**config.mk**
```make
export PLATFORM = sky130hd
export DESIGN_NAME = masked_byte_pattern_search_flat
export DESIGN_NICKNAME = d
export VERILOG_FILES = /design/src/rtl/mbps_pkg.sv /design/src/rtl/mbps_byte_if.sv /design/src/rtl/mbps_result_if.sv /design/src/rtl/mbps_cell.sv /design/src/rtl/masked_byte_pattern_search.sv /design/src/flat_wrapper.sv
export SDC_FILE = /design/constraint.sdc
export NUM_CORES = 1
export LEC_CHECK = 0
export BUFFER_PORTS_ARGS = -buffer_cell sky130_fd_sc_hd__buf_2
export CORE_UTILIZATION = 40
export CTS_BUF_LIST = sky130_fd_sc_hd__clkbuf_16
export DETAILED_ROUTE_END_ITERATION = 8
export GPL_ROUTABILITY_DRIVEN = 0
export PLACE_DENSITY = 0.57
export SKIP_CTS_REPAIR_TIMING = 1
export SKIP_LAST_GASP = 1
export SYNTH_ARGS = -nofsm -noshare
export SYNTH_HDL_FRONTEND = slang
export SYNTH_SLANG_ARGS = --single-unit
```
**constraint.sdc**
```tcl
create_clock -name clk -period 15.7 [get_ports clk]
set_input_delay 1.57 -clock clk [delete_from_list [all_inputs] [get_ports clk]]
set_output_delay 1.57 -clock clk [all_outputs]
set_load 0.005 [all_outputs]
```
**src/rtl/mbps_pkg.sv**
```systemverilog
`timescale 1ns / 1ps
// ----------------------------------------------------------------------------
// mbps_pkg: shared types and constants of the masked byte pattern search
// Sizes of the pattern and window, configuration register codes and the
// control bundle that drives one window cell.
// ----------------------------------------------------------------------------
package mbps_pkg;

	localparam int MAX_PATTERN   = 16;
	localparam int PATTERN_BYTES = 16;
	localparam int LEN_CAP       = (MAX_PATTERN < PATTERN_BYTES) ? MAX_PATTERN : PATTERN_BYTES;
	localparam int IDX_W         = $clog2(PATTERN_BYTES);
	localparam int LEN_W         = 5;
	localparam int ADDR_W        = 64;
	localparam int CFG_DATA_W    = 64;
	localparam int CFG_IDX_W     = 3;

	typedef enum logic [CFG_IDX_W-1:0] {
		REG_PATTERN_LOW    = 3'd0,
		REG_PATTERN_HIGH   = 3'd1,
		REG_BYTE_MASK      = 3'd2,
		REG_PATTERN_LENGTH = 3'd3,
		REG_BASE_ADDRESS   = 3'd4
	} cfg_reg_t;

	typedef struct packed {
		logic       shift;
		logic       care;
		logic [7:0] pat;
	} cell_ctrl_t;

endpackage

```
**src/rtl/mbps_byte_if.sv**
```systemverilog
`timescale 1ns / 1ps
// ----------------------------------------------------------------------------
// mbps_byte_if: input channel of the pattern search
// One item is one byte of the scanned region with its end-of-region flag.
// ----------------------------------------------------------------------------
interface mbps_byte_if;
	logic       valid;
	logic       ready;
	logic [7:0] data_byte;
	logic       last_byte;

	modport source (output valid, output data_byte, output last_byte, input ready);
	modport sink (input valid, input data_byte, input last_byte, output ready);
endinterface

```
**src/rtl/mbps_result_if.sv**
```systemverilog
`timescale 1ns / 1ps
// ----------------------------------------------------------------------------
// mbps_result_if: result channel of the pattern search
// One item reports a match address or that the region held no match.
// ----------------------------------------------------------------------------
interface mbps_result_if;
	logic        valid;
	logic        ready;
	logic        found;
	logic [63:0] match_address;

	modport source (output valid, output found, output match_address, input ready);
	modport sink (input valid, input found, input match_address, output ready);
endinterface

```
**src/rtl/mbps_cell.sv**
```systemverilog
`timescale 1ns / 1ps
// ----------------------------------------------------------------------------
// mbps_cell: one position of the sliding byte window
// Holds one window byte, takes the byte on its input on each shift and flags
// whether the byte it is about to hold satisfies its pattern byte.
// ----------------------------------------------------------------------------
module mbps_cell (
	input  logic                clk,
	input  mbps_pkg::cell_ctrl_t ctrl,
	input  logic [7:0]          d_in,
	output logic [7:0]          byte_q,
	output logic                hit
);
	import mbps_pkg::*;

	assign hit = !ctrl.care || (d_in == ctrl.pat);

	always_ff @(posedge clk) begin
		if (ctrl.shift) begin
			byte_q <= d_in;
		end
	end
endmodule

```
**src/rtl/masked_byte_pattern_search.sv**
```systemverilog
`timescale 1ns / 1ps
// ----------------------------------------------------------------------------
// masked_byte_pattern_search: masked byte signature scan over a byte stream
// Timing: a result is presented in the cycle after the byte that causes it.
// Throughput: one byte per cycle, as the window compare of the cell chain is
// combinational; a waiting result stops input until it is taken.
// Reset clears the region state and loads the register reset values; the
// window bytes are not cleared, as positions not yet filled never count to a match.
// ----------------------------------------------------------------------------
module masked_byte_pattern_search (
	input  logic                                clk,
	input  logic                                arst_n,
	input  logic                                cfg_we,
	input  logic [mbps_pkg::CFG_IDX_W-1:0]      cfg_index,
	input  logic [mbps_pkg::CFG_DATA_W-1:0]     cfg_data,
	mbps_byte_if.sink                           scan,
	mbps_result_if.source                       result
);
	import mbps_pkg::*;

	logic [63:0]             pattern_low_q;
	logic [63:0]             pattern_high_q;
	logic [PATTERN_BYTES-1:0] byte_mask_q;
	logic [LEN_W-1:0]        pattern_length_q;
	logic [ADDR_W-1:0]       base_address_q;

	logic [ADDR_W-1:0]       pos_q;
	logic [LEN_W-1:0]        cnt_q;
	logic                    done_q;

	logic                    out_valid_q;
	logic                    found_q;
	logic [ADDR_W-1:0]       offset_q;

	logic                    accept;
	logic                    emit;
	logic [LEN_W-1:0]        n_eff;
	logic [LEN_W-1:0]        cnt_nx;
	logic [ADDR_W-1:0]       offset_nx;
	logic [8*PATTERN_BYTES-1:0] pat_all;
	logic                    match;

	cell_ctrl_t              ctrl   [LEN_CAP];
	logic [7:0]              win    [LEN_CAP];
	logic [7:0]              d_cell [LEN_CAP];
	logic [LEN_CAP-1:0]      hits;

	always_ff @(posedge clk or negedge arst_n) begin
		if (!arst_n) begin
			pattern_low_q    <= '0;
			pattern_high_q   <= '0;
			byte_mask_q      <= '0;
			pattern_length_q <= LEN_W'(1);
			base_address_q   <= '0;
		end else if (cfg_we) begin
			case (cfg_reg_t'(cfg_index))
				REG_PATTERN_LOW:    pattern_low_q    <= cfg_data[63:0];
				REG_PATTERN_HIGH:   pattern_high_q   <= cfg_data[63:0];
				REG_BYTE_MASK:      byte_mask_q      <= cfg_data[PATTERN_BYTES-1:0];
				REG_PATTERN_LENGTH: pattern_length_q <= cfg_data[LEN_W-1:0];
				REG_BASE_ADDRESS:   base_address_q   <= cfg_data[ADDR_W-1:0];
				default: begin
				end
			endcase
		end
	end

	always_comb begin
		if (pattern_length_q == '0) begin
			n_eff = LEN_W'(1);
		end else if (pattern_length_q > LEN_W'(LEN_CAP)) begin
			n_eff = LEN_W'(LEN_CAP);
		end else begin
			n_eff = pattern_length_q;
		end
	end

	assign pat_all = {pattern_high_q, pattern_low_q};
	assign accept  = scan.valid && scan.ready;

	for (genvar k = 0; k < LEN_CAP; k++) begin : g_cell
		logic [LEN_W-1:0] idx_full;
		logic [IDX_W-1:0] idx;

		assign idx_full = n_eff - LEN_W'(1) - LEN_W'(k);
		assign idx      = idx_full[IDX_W-1:0];

		assign ctrl[k].shift = accept && !done_q;
		assign ctrl[k].care  = (LEN_W'(k) < n_eff) && byte_mask_q[idx];
		assign ctrl[k].pat   = pat_all[idx*8 +: 8];

		if (k == 0) begin : g_head
			assign d_cell[k] = scan.data_byte;
		end else begin : g_body
			assign d_cell[k] = win[k-1];
		end

		mbps_cell u_cell (
			.clk    (clk),
			.ctrl   (ctrl[k]),
			.d_in   (d_cell[k]),
			.byte_q (win[k]),
			.hit    (hits[k])
		);
	end

	assign cnt_nx    = (cnt_q == LEN_W'(LEN_CAP)) ? cnt_q : cnt_q + LEN_W'(1);
	assign match     = (&hits) && (cnt_nx >= n_eff);
	assign offset_nx = pos_q - ADDR_W'(n_eff - LEN_W'(1));
	assign emit      = accept && !done_q && (match || scan.last_byte);

	assign scan.ready = !out_valid_q || result.ready;

	always_ff @(posedge clk or negedge arst_n) begin
		if (!arst_n) begin
			pos_q       <= '0;
			cnt_q       <= '0;
			done_q      <= 1'b0;
			out_valid_q <= 1'b0;
		end else begin
			if (emit) begin
				out_valid_q <= 1'b1;
			end else if (result.ready) begin
				out_valid_q <= 1'b0;
			end
			if (accept) begin
				if (done_q) begin
					if (scan.last_byte) begin
						pos_q  <= '0;
						cnt_q  <= '0;
						done_q <= 1'b0;
					end
				end else if (match || scan.last_byte) begin
					if (scan.last_byte) begin
						pos_q  <= '0;
						cnt_q  <= '0;
						done_q <= 1'b0;
					end else begin
						pos_q  <= pos_q + ADDR_W'(1);
						cnt_q  <= cnt_nx;
						done_q <= 1'b1;
					end
				end else begin
					pos_q <= pos_q + ADDR_W'(1);
					cnt_q <= cnt_nx;
				end
			end
		end
	end

	always_ff @(posedge clk) begin
		if (emit) begin
			found_q  <= match;
			offset_q <= offset_nx;
		end
	end

	assign result.valid         = out_valid_q;
	assign result.found         = found_q;
	assign result.match_address = found_q ? base_address_q + offset_q : '0;

	// A region is marked done only together with a found result item.
	a_done_with_hit: assert property (@(posedge clk) disable iff (!arst_n)
		$rose(done_q) |-> (out_valid_q && found_q))
		else $error("match flag set without a found item");

	a_cnt_cap: assert property (@(posedge clk) disable iff (!arst_n)
		cnt_q <= LEN_W'(LEN_CAP))
		else $error("fill count above window depth");

	a_cnt_pos: assert property (@(posedge clk) disable iff (!arst_n)
		(cnt_q == '0) |-> (pos_q == '0))
		else $error("fill count and byte position disagree");

	a_rearm: assert property (@(posedge clk) disable iff (!arst_n)
		(accept && scan.last_byte) |=> ((cnt_q == '0) && !done_q))
		else $error("region state not cleared after the final byte");

endmodule
```
**src/flat_wrapper.sv**
```systemverilog
// flat-port wrapper written by rule: the top's interface ports become plain ports
module masked_byte_pattern_search_flat import mbps_pkg::*;
  (clk, arst_n, cfg_we, cfg_index, cfg_data, scan_valid, scan_data_byte, scan_last_byte, scan_ready, result_valid, result_found, result_match_address, result_ready);
  mbps_byte_if scan_i ();
  mbps_result_if result_i ();
  input  logic clk;
  input  logic arst_n;
  input  logic cfg_we;
  input  logic [mbps_pkg::CFG_IDX_W-1:0] cfg_index;
  input  logic [mbps_pkg::CFG_DATA_W-1:0] cfg_data;
  input wire logic [$bits(scan_i.valid)-1:0] scan_valid;
  input wire logic [$bits(scan_i.data_byte)-1:0] scan_data_byte;
  input wire logic [$bits(scan_i.last_byte)-1:0] scan_last_byte;
  output wire logic [$bits(scan_i.ready)-1:0] scan_ready;
  output wire logic [$bits(result_i.valid)-1:0] result_valid;
  output wire logic [$bits(result_i.found)-1:0] result_found;
  output wire logic [$bits(result_i.match_address)-1:0] result_match_address;
  input wire logic [$bits(result_i.ready)-1:0] result_ready;
  assign scan_i.valid = scan_valid;
  assign scan_i.data_byte = scan_data_byte;
  assign scan_i.last_byte = scan_last_byte;
  assign scan_ready = scan_i.ready;
  assign result_valid = result_i.valid;
  assign result_found = result_i.found;
  assign result_match_address = result_i.match_address;
  assign result_i.ready = result_ready;
  masked_byte_pattern_search u_core (.clk(clk), .arst_n(arst_n), .cfg_we(cfg_we), .cfg_index(cfg_index), .cfg_data(cfg_data), .scan(scan_i), .result(result_i));
endmodule
```
==> results of run 1 <==
## metal layers
layer  GRT usage, %  wire [um]  up-vias
li1               -          -    12600
met1           35.4      49900    14100
met2           41.3      54100     1293
met3           4.13       9130      260
met4           12.0       6060        4
met5              0         34        -
## synth_stat cells, types with 9 or more instances
| library cell | n |
|---|---|
| a21boi_0 | 14 |
| buf_1 | 18 |
| nor2_1 | 127 |
| or3_1 | 10 |
| o21bai_1 | 27 |
| a21oi_1 | 183 |
| edfxtp_1 | 185 |
| xor2_1 | 92 |
| nand3_1 | 60 |
| inv_1 | 54 |
| o211ai_1 | 23 |
| a31oi_1 | 65 |
| a22oi_1 | 12 |
| ha_1 | 143 |
| clkbuf_1 | 129 |
| and2_1 | 60 |
| mux2i_1 | 241 |
| nor4_1 | 15 |
| mux2_2 | 217 |
| o31ai_1 | 21 |
| and3_1 | 62 |
| o21a_1 | 13 |
| a211oi_1 | 12 |
| xnor2_1 | 162 |
| mux4_2 | 138 |
| buf_2 | 18 |
| a21o_1 | 93 |
| nor2b_1 | 15 |
| nand4_1 | 66 |
| nor3_1 | 26 |
| a221oi_1 | 10 |
| nand2b_1 | 18 |
| nand2_1 | 302 |
| dfrtp_1 | 283 |
| o21ai_0 | 191 |
| mux4_1 | 9 |
## sequential cells by signal, summed over array words and instances, names as in the netlist
name	count
u_core.pattern_low_q	64
u_core.cnt_q	5
u_core.pattern_length_q	5
u_core.base_address_q	64
u_core.done_q	1
u_core.offset_q	64
u_core.g_cell.u_cell.byte_q	120
u_core.result.valid	1
u_core.byte_mask_q	16
u_core.pos_q	64
u_core.result.found	1
u_core.pattern_high_q	64
## kinds of logic after synthesis
family / Yosys count
adder cells (fa/ha/maj): 147
buffers and inverters: 249
AO/OA/AOI/OAI: 744
AND/OR/NAND/NOR: 812
multiplexers: 606
XOR/XNOR: 256
flip-flops: 469
## worst max-delay path, cell delays in order, from the launching register on
cell	delay, ps
dfrtp_1	770
or3_4	600
a21oi_4	230
buf_12	570
ha_2	310
buf_4	540
inv_1	130
buf_4	370
a31o_1	300
xnor2_1	970
a21oi_1	60
or2_2	350
xor2_1	150
a2111oi_0	500
a21o_1	210
nand4_2	310
o31ai_4	340
buf_4	680
## power by group through the flow
stage | Combinational [uW] | Sequential [uW] | Clock, uW
2_1_floorplan | 2840 | 1630 | 0
3_3_place_gp | 3820 | 1760 | 0
3_5_place_dp | 3840 | 1760 | 0
4_1_cts | 3860 | 1740 | 1350
5_1_grt | 4160 | 1760 | 1400
6_report | 3950 | 1750 | 1330
## worst paths after layout
kind,end,cells after the start,slack [ps]
worst max-delay path,u_core.offset_q[62]$_DFFE_PP_,17,7590
worst min-delay path,u_core.g_cell[4].u_cell.byte_q[7]$_DFFE_PP_,0,470
worst max register to register,u_core.offset_q[62]$_DFFE_PP_,17,7590
worst min register to register,u_core.g_cell[4].u_cell.byte_q[7]$_DFFE_PP_,0,470
max in group asynchronous,u_core.pattern_high_q[11]$_DFFE_PN0P_,4,11620
min in group asynchronous,u_core.base_address_q[45]$_DFFE_PN0P_,1,960
## layout make-up
type / count / area share, %
Antenna cell: 2 / 0.0130
Clock buffer: 57 / 3.71
Sequential cell: 469 / 33.0
Timing Repair Buffer: 184 / 2.70
Inverter: 63 / 0.629
Tap cell: 1144 / 3.73
Multi-Input combinational cell: 2565 / 55.1
Clock inverter: 45 / 1.12
## metrics by stage
stage / util [%] / hold WS [ps] / worst slack (ps) / area, um2
after floorplan: - / 436 / 5660 / 34900
after global placement: 42.6 / 453 / 7830 / 36600
after detailed placement: 42.6 / 459 / 7760 / 36600
after CTS: 44.8 / 475 / 7760 / 38400
after global routing: 44.8 / 487 / 7350 / 38400
final: 44.8 / 472 / 7590 / 38400
==> impl_metrics.yaml, run 1 <==
status:
  status: "completed"
yosys:
  synth_xor_area_share_pct: 6.47
  synth_edf_count: 185
  synth_top_family_by_area: "multiplexers"
  syn_area_um2: 34900
  yosys.area_share.simple_pct: 11.5
  syn_nets: 3509
  synth_top_area_share_pct: 20.3
  synth_cells: 3283
  synth-compound-area-share_pct: 13.6
  ys_warn_count: 0
  synthTopCellsByArea: "dfrtp_1 (20%), edfxtp_1 (16%), mux4_2 (8.9%)"
  yosys.area.top_type: "dfrtp_1"
  muxShareOfSynthArea_pct: 23.6
  avgSynthCellArea_um2: 10.6
  synth_ff_type: "dfrtp_1"
  synth_cell_types: 98
  synthArstFlopShare_pct: 60.6
  ys_seq_elements: 469
  ys_seq_area_share_pct: 36.3
  yosys.area_share.adder_pct: 5.30
sta:
  finalSetupViolCount: 0
  fin_crit_sh_pct: 51.6
  finalMaxSlewViolations: 0
  finalHoldViolations: 0
  fin_skew_ps: 43.9
  tightest_slew_ps: 1250
  fin_crit_ps: 8110
  tns_ps: 0
  fmax_mhz: 123
  rsz0062_at_grt: "no"
  slew_headroom_pct: 16.0
power:
  power.density_nw_per_um2: 183
  vdd_drop_max_mv: 0.121
  comb_power_share_pct: 56.2
  clkPwrFrac_pct: 18.9
  switchingPower_uw: 3080
  p_int_uw: 3940
  power_frac_seq_pct: 24.9
  power_leakage_uw: 0.0160
  p_total_uw: 7020
  switching_share_pct: 43.9
clock_tree:
  cts_tree: "built"
  cts_made_buffers: 55
  clockRootBuffer: "clkbuf_16"
  cts-htree-levels: 2
  cts_max_path_buffers: 3
  cts_sinks: 469
  cts.clk_slew.worst_paths_ps: 60
  clkLatencyLatePin_ps: 640
detailed_routing:
  drc_errors: 0
  dr.pass1.iters: 8
  drt_iter0_markers: 3205
  wire_per_inst_um: 26.3
  viasPerCell: 6.22
  vias: 28200
  ant_nets: 0
  routed_wirelength_um: 119000
global_route:
  grt_pass1_vias: 26300
  track_usage_pct: 26.2
  antenna_found_initial: 6
  grt_first_pass_wirelength_um: 175000
  overflow: 0
  grt_max_degree: 130
critical_path:
  start_kind: "register"
  crit_type: "reg2reg"
  setup.worst_path.start: "u_core.pattern_length_q[1]$_DFFE_PN0P_"
  crit_arrival_ps: 8360
  endpoint_kind: "register"
  crit_required_ps: 15950
  cp_max_fo: 129
  r2r-start: "u_core.pattern_length_q[1]$_DFFE_PN0P_"
job:
  maxCapViolations: 0
placement:
  place_inst: 4425
  portBuffers: 147
  dp_hpwl_um: 90600
cells_and_area:
  area_delta_synth_final_pct: 10.1
  fillers: 8058
  mostFrequentLayoutCells: "nand2_1 (301), dfrtp_1 (283), mux2i_1 (241), mux2_2 (217), o21ai_0 (191)"
  stdcell_count: 4529
  regArea_um2: 12700
  multiInputGateArea_um2: 21200
  final_common_cell: "nand2_1"
  final_layout_size_suffix_gt1_share_pct: 20.1
  fin_nets: 3564
floorplan:
  dieArea_um2: 88400
  io_pins: 148
  core_area_um2: 85800
  die_h_um: 297
  start_util_pct: 40.7
  num_rows: 107
  die_x_um: 297
hold_path:
  hold_path.startpoint: "u_core.g_cell[3].u_cell.byte_q[7]$_DFFE_PP_"
  hp-class: "reg2reg"
(Power assumes the default switching activity.)
==> run 2, diff against run 1 <==
PLACE_DENSITY = 0.59   (was 0.57)
clock period = 7.4 ns   (was 15.7 ns; I/O delays follow)
==> run 2 against run 1 <==
Net effect:
- sequential cell count did not move
- first-iteration DRC count is 5.1% lower
- largest power group unchanged
- sequential share of layout area fell by 0.19 points
- final cell count up 0.35%
- via count decreased by 0.38%
- design area up 0.57%
==> impl_metrics.yaml, run 2 (synthesized netlist as in run 1, its figures left out) <==
cells_and_area:
  regMostFlops: "u_core.g_cell.u_cell.byte_q"
  largest_register_ffs: 120
  multiInputGateArea_um2: 21200
  mostFrequentLayoutCells: "nand2_1 (301), dfrtp_1 (283), mux2i_1 (241), mux2_2 (217), o21ai_0 (191)"
  final_layout_size_suffix_gt1_share_pct: 20.4
  final_common_cell: "nand2_1"
  fin_area_um2: 38600
  diodes: 0
  area_delta_synth_final_pct: 10.7
  fin_nets: 3581
  fillers: 8059
  stdcell_count: 4545
  regArea_um2: 12700
floorplan:
  start_util_pct: 40.7
  die_x_um: 297
  num_rows: 107
  core_area_um2: 85800
  io_pins: 148
  dieArea_um2: 88400
  die_h_um: 297
global_route:
  grt_first_pass_wirelength_um: 173000
  overflow: 0
  track_usage_pct: 25.8
  antenna_found_initial: 5
  grt_max_degree: 149
  grt_pass1_vias: 26100
power:
  clkPwrFrac_pct: 19.4
  power.density_nw_per_um2: 382
  comb_power_share_pct: 55.7
  power_leakage_uw: 0.0161
  power_frac_seq_pct: 24.9
  vdd_drop_max_mv: 0.346
  p_int_uw: 8450
  switchingPower_uw: 6310
  switching_share_pct: 42.8
critical_path:
  cp_slowest_stage_delay_ps: 620
  crit_arrival_ps: 6930
  slowest_stage: "a41oi_1"
  cp_max_fo: 129
  path_cells: "clkinv_1 > a21oi_4 > buf_12 > ha_2 > inv_1 > buf_4 > ha_1 > nor2b_1 > o21ai_0 > o21ai_0 > nand4_1 > o211ai_1 > a32oi_1 > a21oi_1 > a41oi_1 > o211ai_1 > a21oi_1 > o21ai_0 > xor2_1"
  r2r-start: "u_core.pattern_length_q[0]$_DFFE_PN1P_"
  crit_type: "reg2reg"
  crit_top_cell: "o21ai_0"
  setup.worst_path.start: "u_core.pattern_length_q[0]$_DFFE_PN1P_"
  start_kind: "register"
  endpoint_kind: "register"
  crit_required_ps: 7790
clock_tree:
  cts.clk_slew.worst_paths_ps: 60
  cts-htree-levels: 2
  cts_max_path_buffers: 3
  cts_made_buffers: 55
  clockRootBuffer: "clkbuf_16"
  cts_tree: "built"
  clkLatencyLatePin_ps: 650
  cts_sinks: 469
hold_path:
  hp-class: "in2async"
sta:
  fmax_mhz: 153
  tns_ps: 0
  fin_crit_sh_pct: 88.3
  finalSetupViolCount: 0
  fin_crit_ps: 6540
  slew_headroom_pct: 26.8
  fin_skew_ps: 37.4
  finalHoldViolations: 0
  finalMaxSlewViolations: 0
  tightest_slew_ps: 1100
  rsz0062_at_grt: "no"
placement:
  portBuffers: 147
  place_inst: 4442
  dpl-instance-area_um2: 36700
  dp_hpwl_um: 89100
status:
  status: "completed"
job:
  maxCapViolations: 0
detailed_routing:
  ant_nets: 0
  drt_iter0_markers: 3043
  viasPerCell: 6.17
  wire_per_inst_um: 25.7
  routed_wirelength_um: 117000
  vias: 28100
  drc_errors: 0
  dr.pass1.iters: 6
run 2: cell types whose count changed in the layout (fill, tap and decap cells not counted), moves of 3 or more:
| cell | delta |
|---|---|
| inv_1 | +3 |
| clkinvlp_4 | +3 |
| inv_6 | -4 |
| inv_2 | -5 |
| buf_12 | +3 |
| buf_4 | +14 |
| clkinv_2 | +3 |
run 2: per-stage QoR:
stage | util, % | total power [uW] | worst slack, ps | hold WS, ps
6_report | 45.0 | 14800 | 864 | 34.2
5_1_grt | 45.0 | 15500 | 497 | 83.4
3_3_place_gp | 42.8 | 11700 | 1060 | 455
3_5_place_dp | 42.8 | 11700 | 914 | 461
2_1_floorplan | - | 9490 | 90.7 | 436
4_1_cts | 45.0 | 14600 | 944 | 53.8
run 2: area by class of cell:
type	count	share of cell area, %
multi-input cells	2565	54.9
flip-flops and latches	469	32.8
well taps	1144	3.71
clock buffers	57	3.69
repair buffers	201	3.11
clock inverters	46	1.20
inverters	63	0.625
run 2: per-layer routing:
layer / part of all wire, % / track usage, % / up-vias
li1: - / - / 12600
met1: 42 / 35.2 / 14000
met2: 45 / 39.8 / 1262
met3: 8.3 / 4.99 / 223
met4: 4.7 / 10.9 / 2
met5: 0.011 / 0 / -
run 2: critical path: cells and delay by family (launching register included):
kind	cells	cell delay (ps)
buf+inv	4	1460
fa+ha+maj	2	830
simple gates	2	320
xor+xnor	1	150
flops	1	540
compound gates	10	2800
run 2: path summary, 6_finish.rpt:
path	endpoint	slack, ps	cells past startpoint
min in group clk	u_core.g_cell[0].u_cell.byte_q[3]$_DFFE_PP_	370	1
max in group asynchronous	u_core.pattern_high_q[35]$_DFFE_PN0P_	5960	2
min reg2reg	u_core.g_cell[11].u_cell.byte_q[5]$_DFFE_PP_	470	0
max reg2reg	u_core.offset_q[59]$_DFFE_PP_	860	19
max	u_core.offset_q[59]$_DFFE_PP_	860	19
min	u_core.base_address_q[48]$_DFFE_PN0P_	30	1
run 2: power groups by stage:
stage | Clock [uW] | Sequential [uW] | Combinational, uW
final | 2860 | 3680 | 8220
after global routing | 3010 | 3700 | 8740
after CTS | 2910 | 3650 | 8080
after detailed placement | 0 | 3700 | 8050
after global placement | 0 | 3700 | 7990
after floorplan | 0 | 3440 | 6050
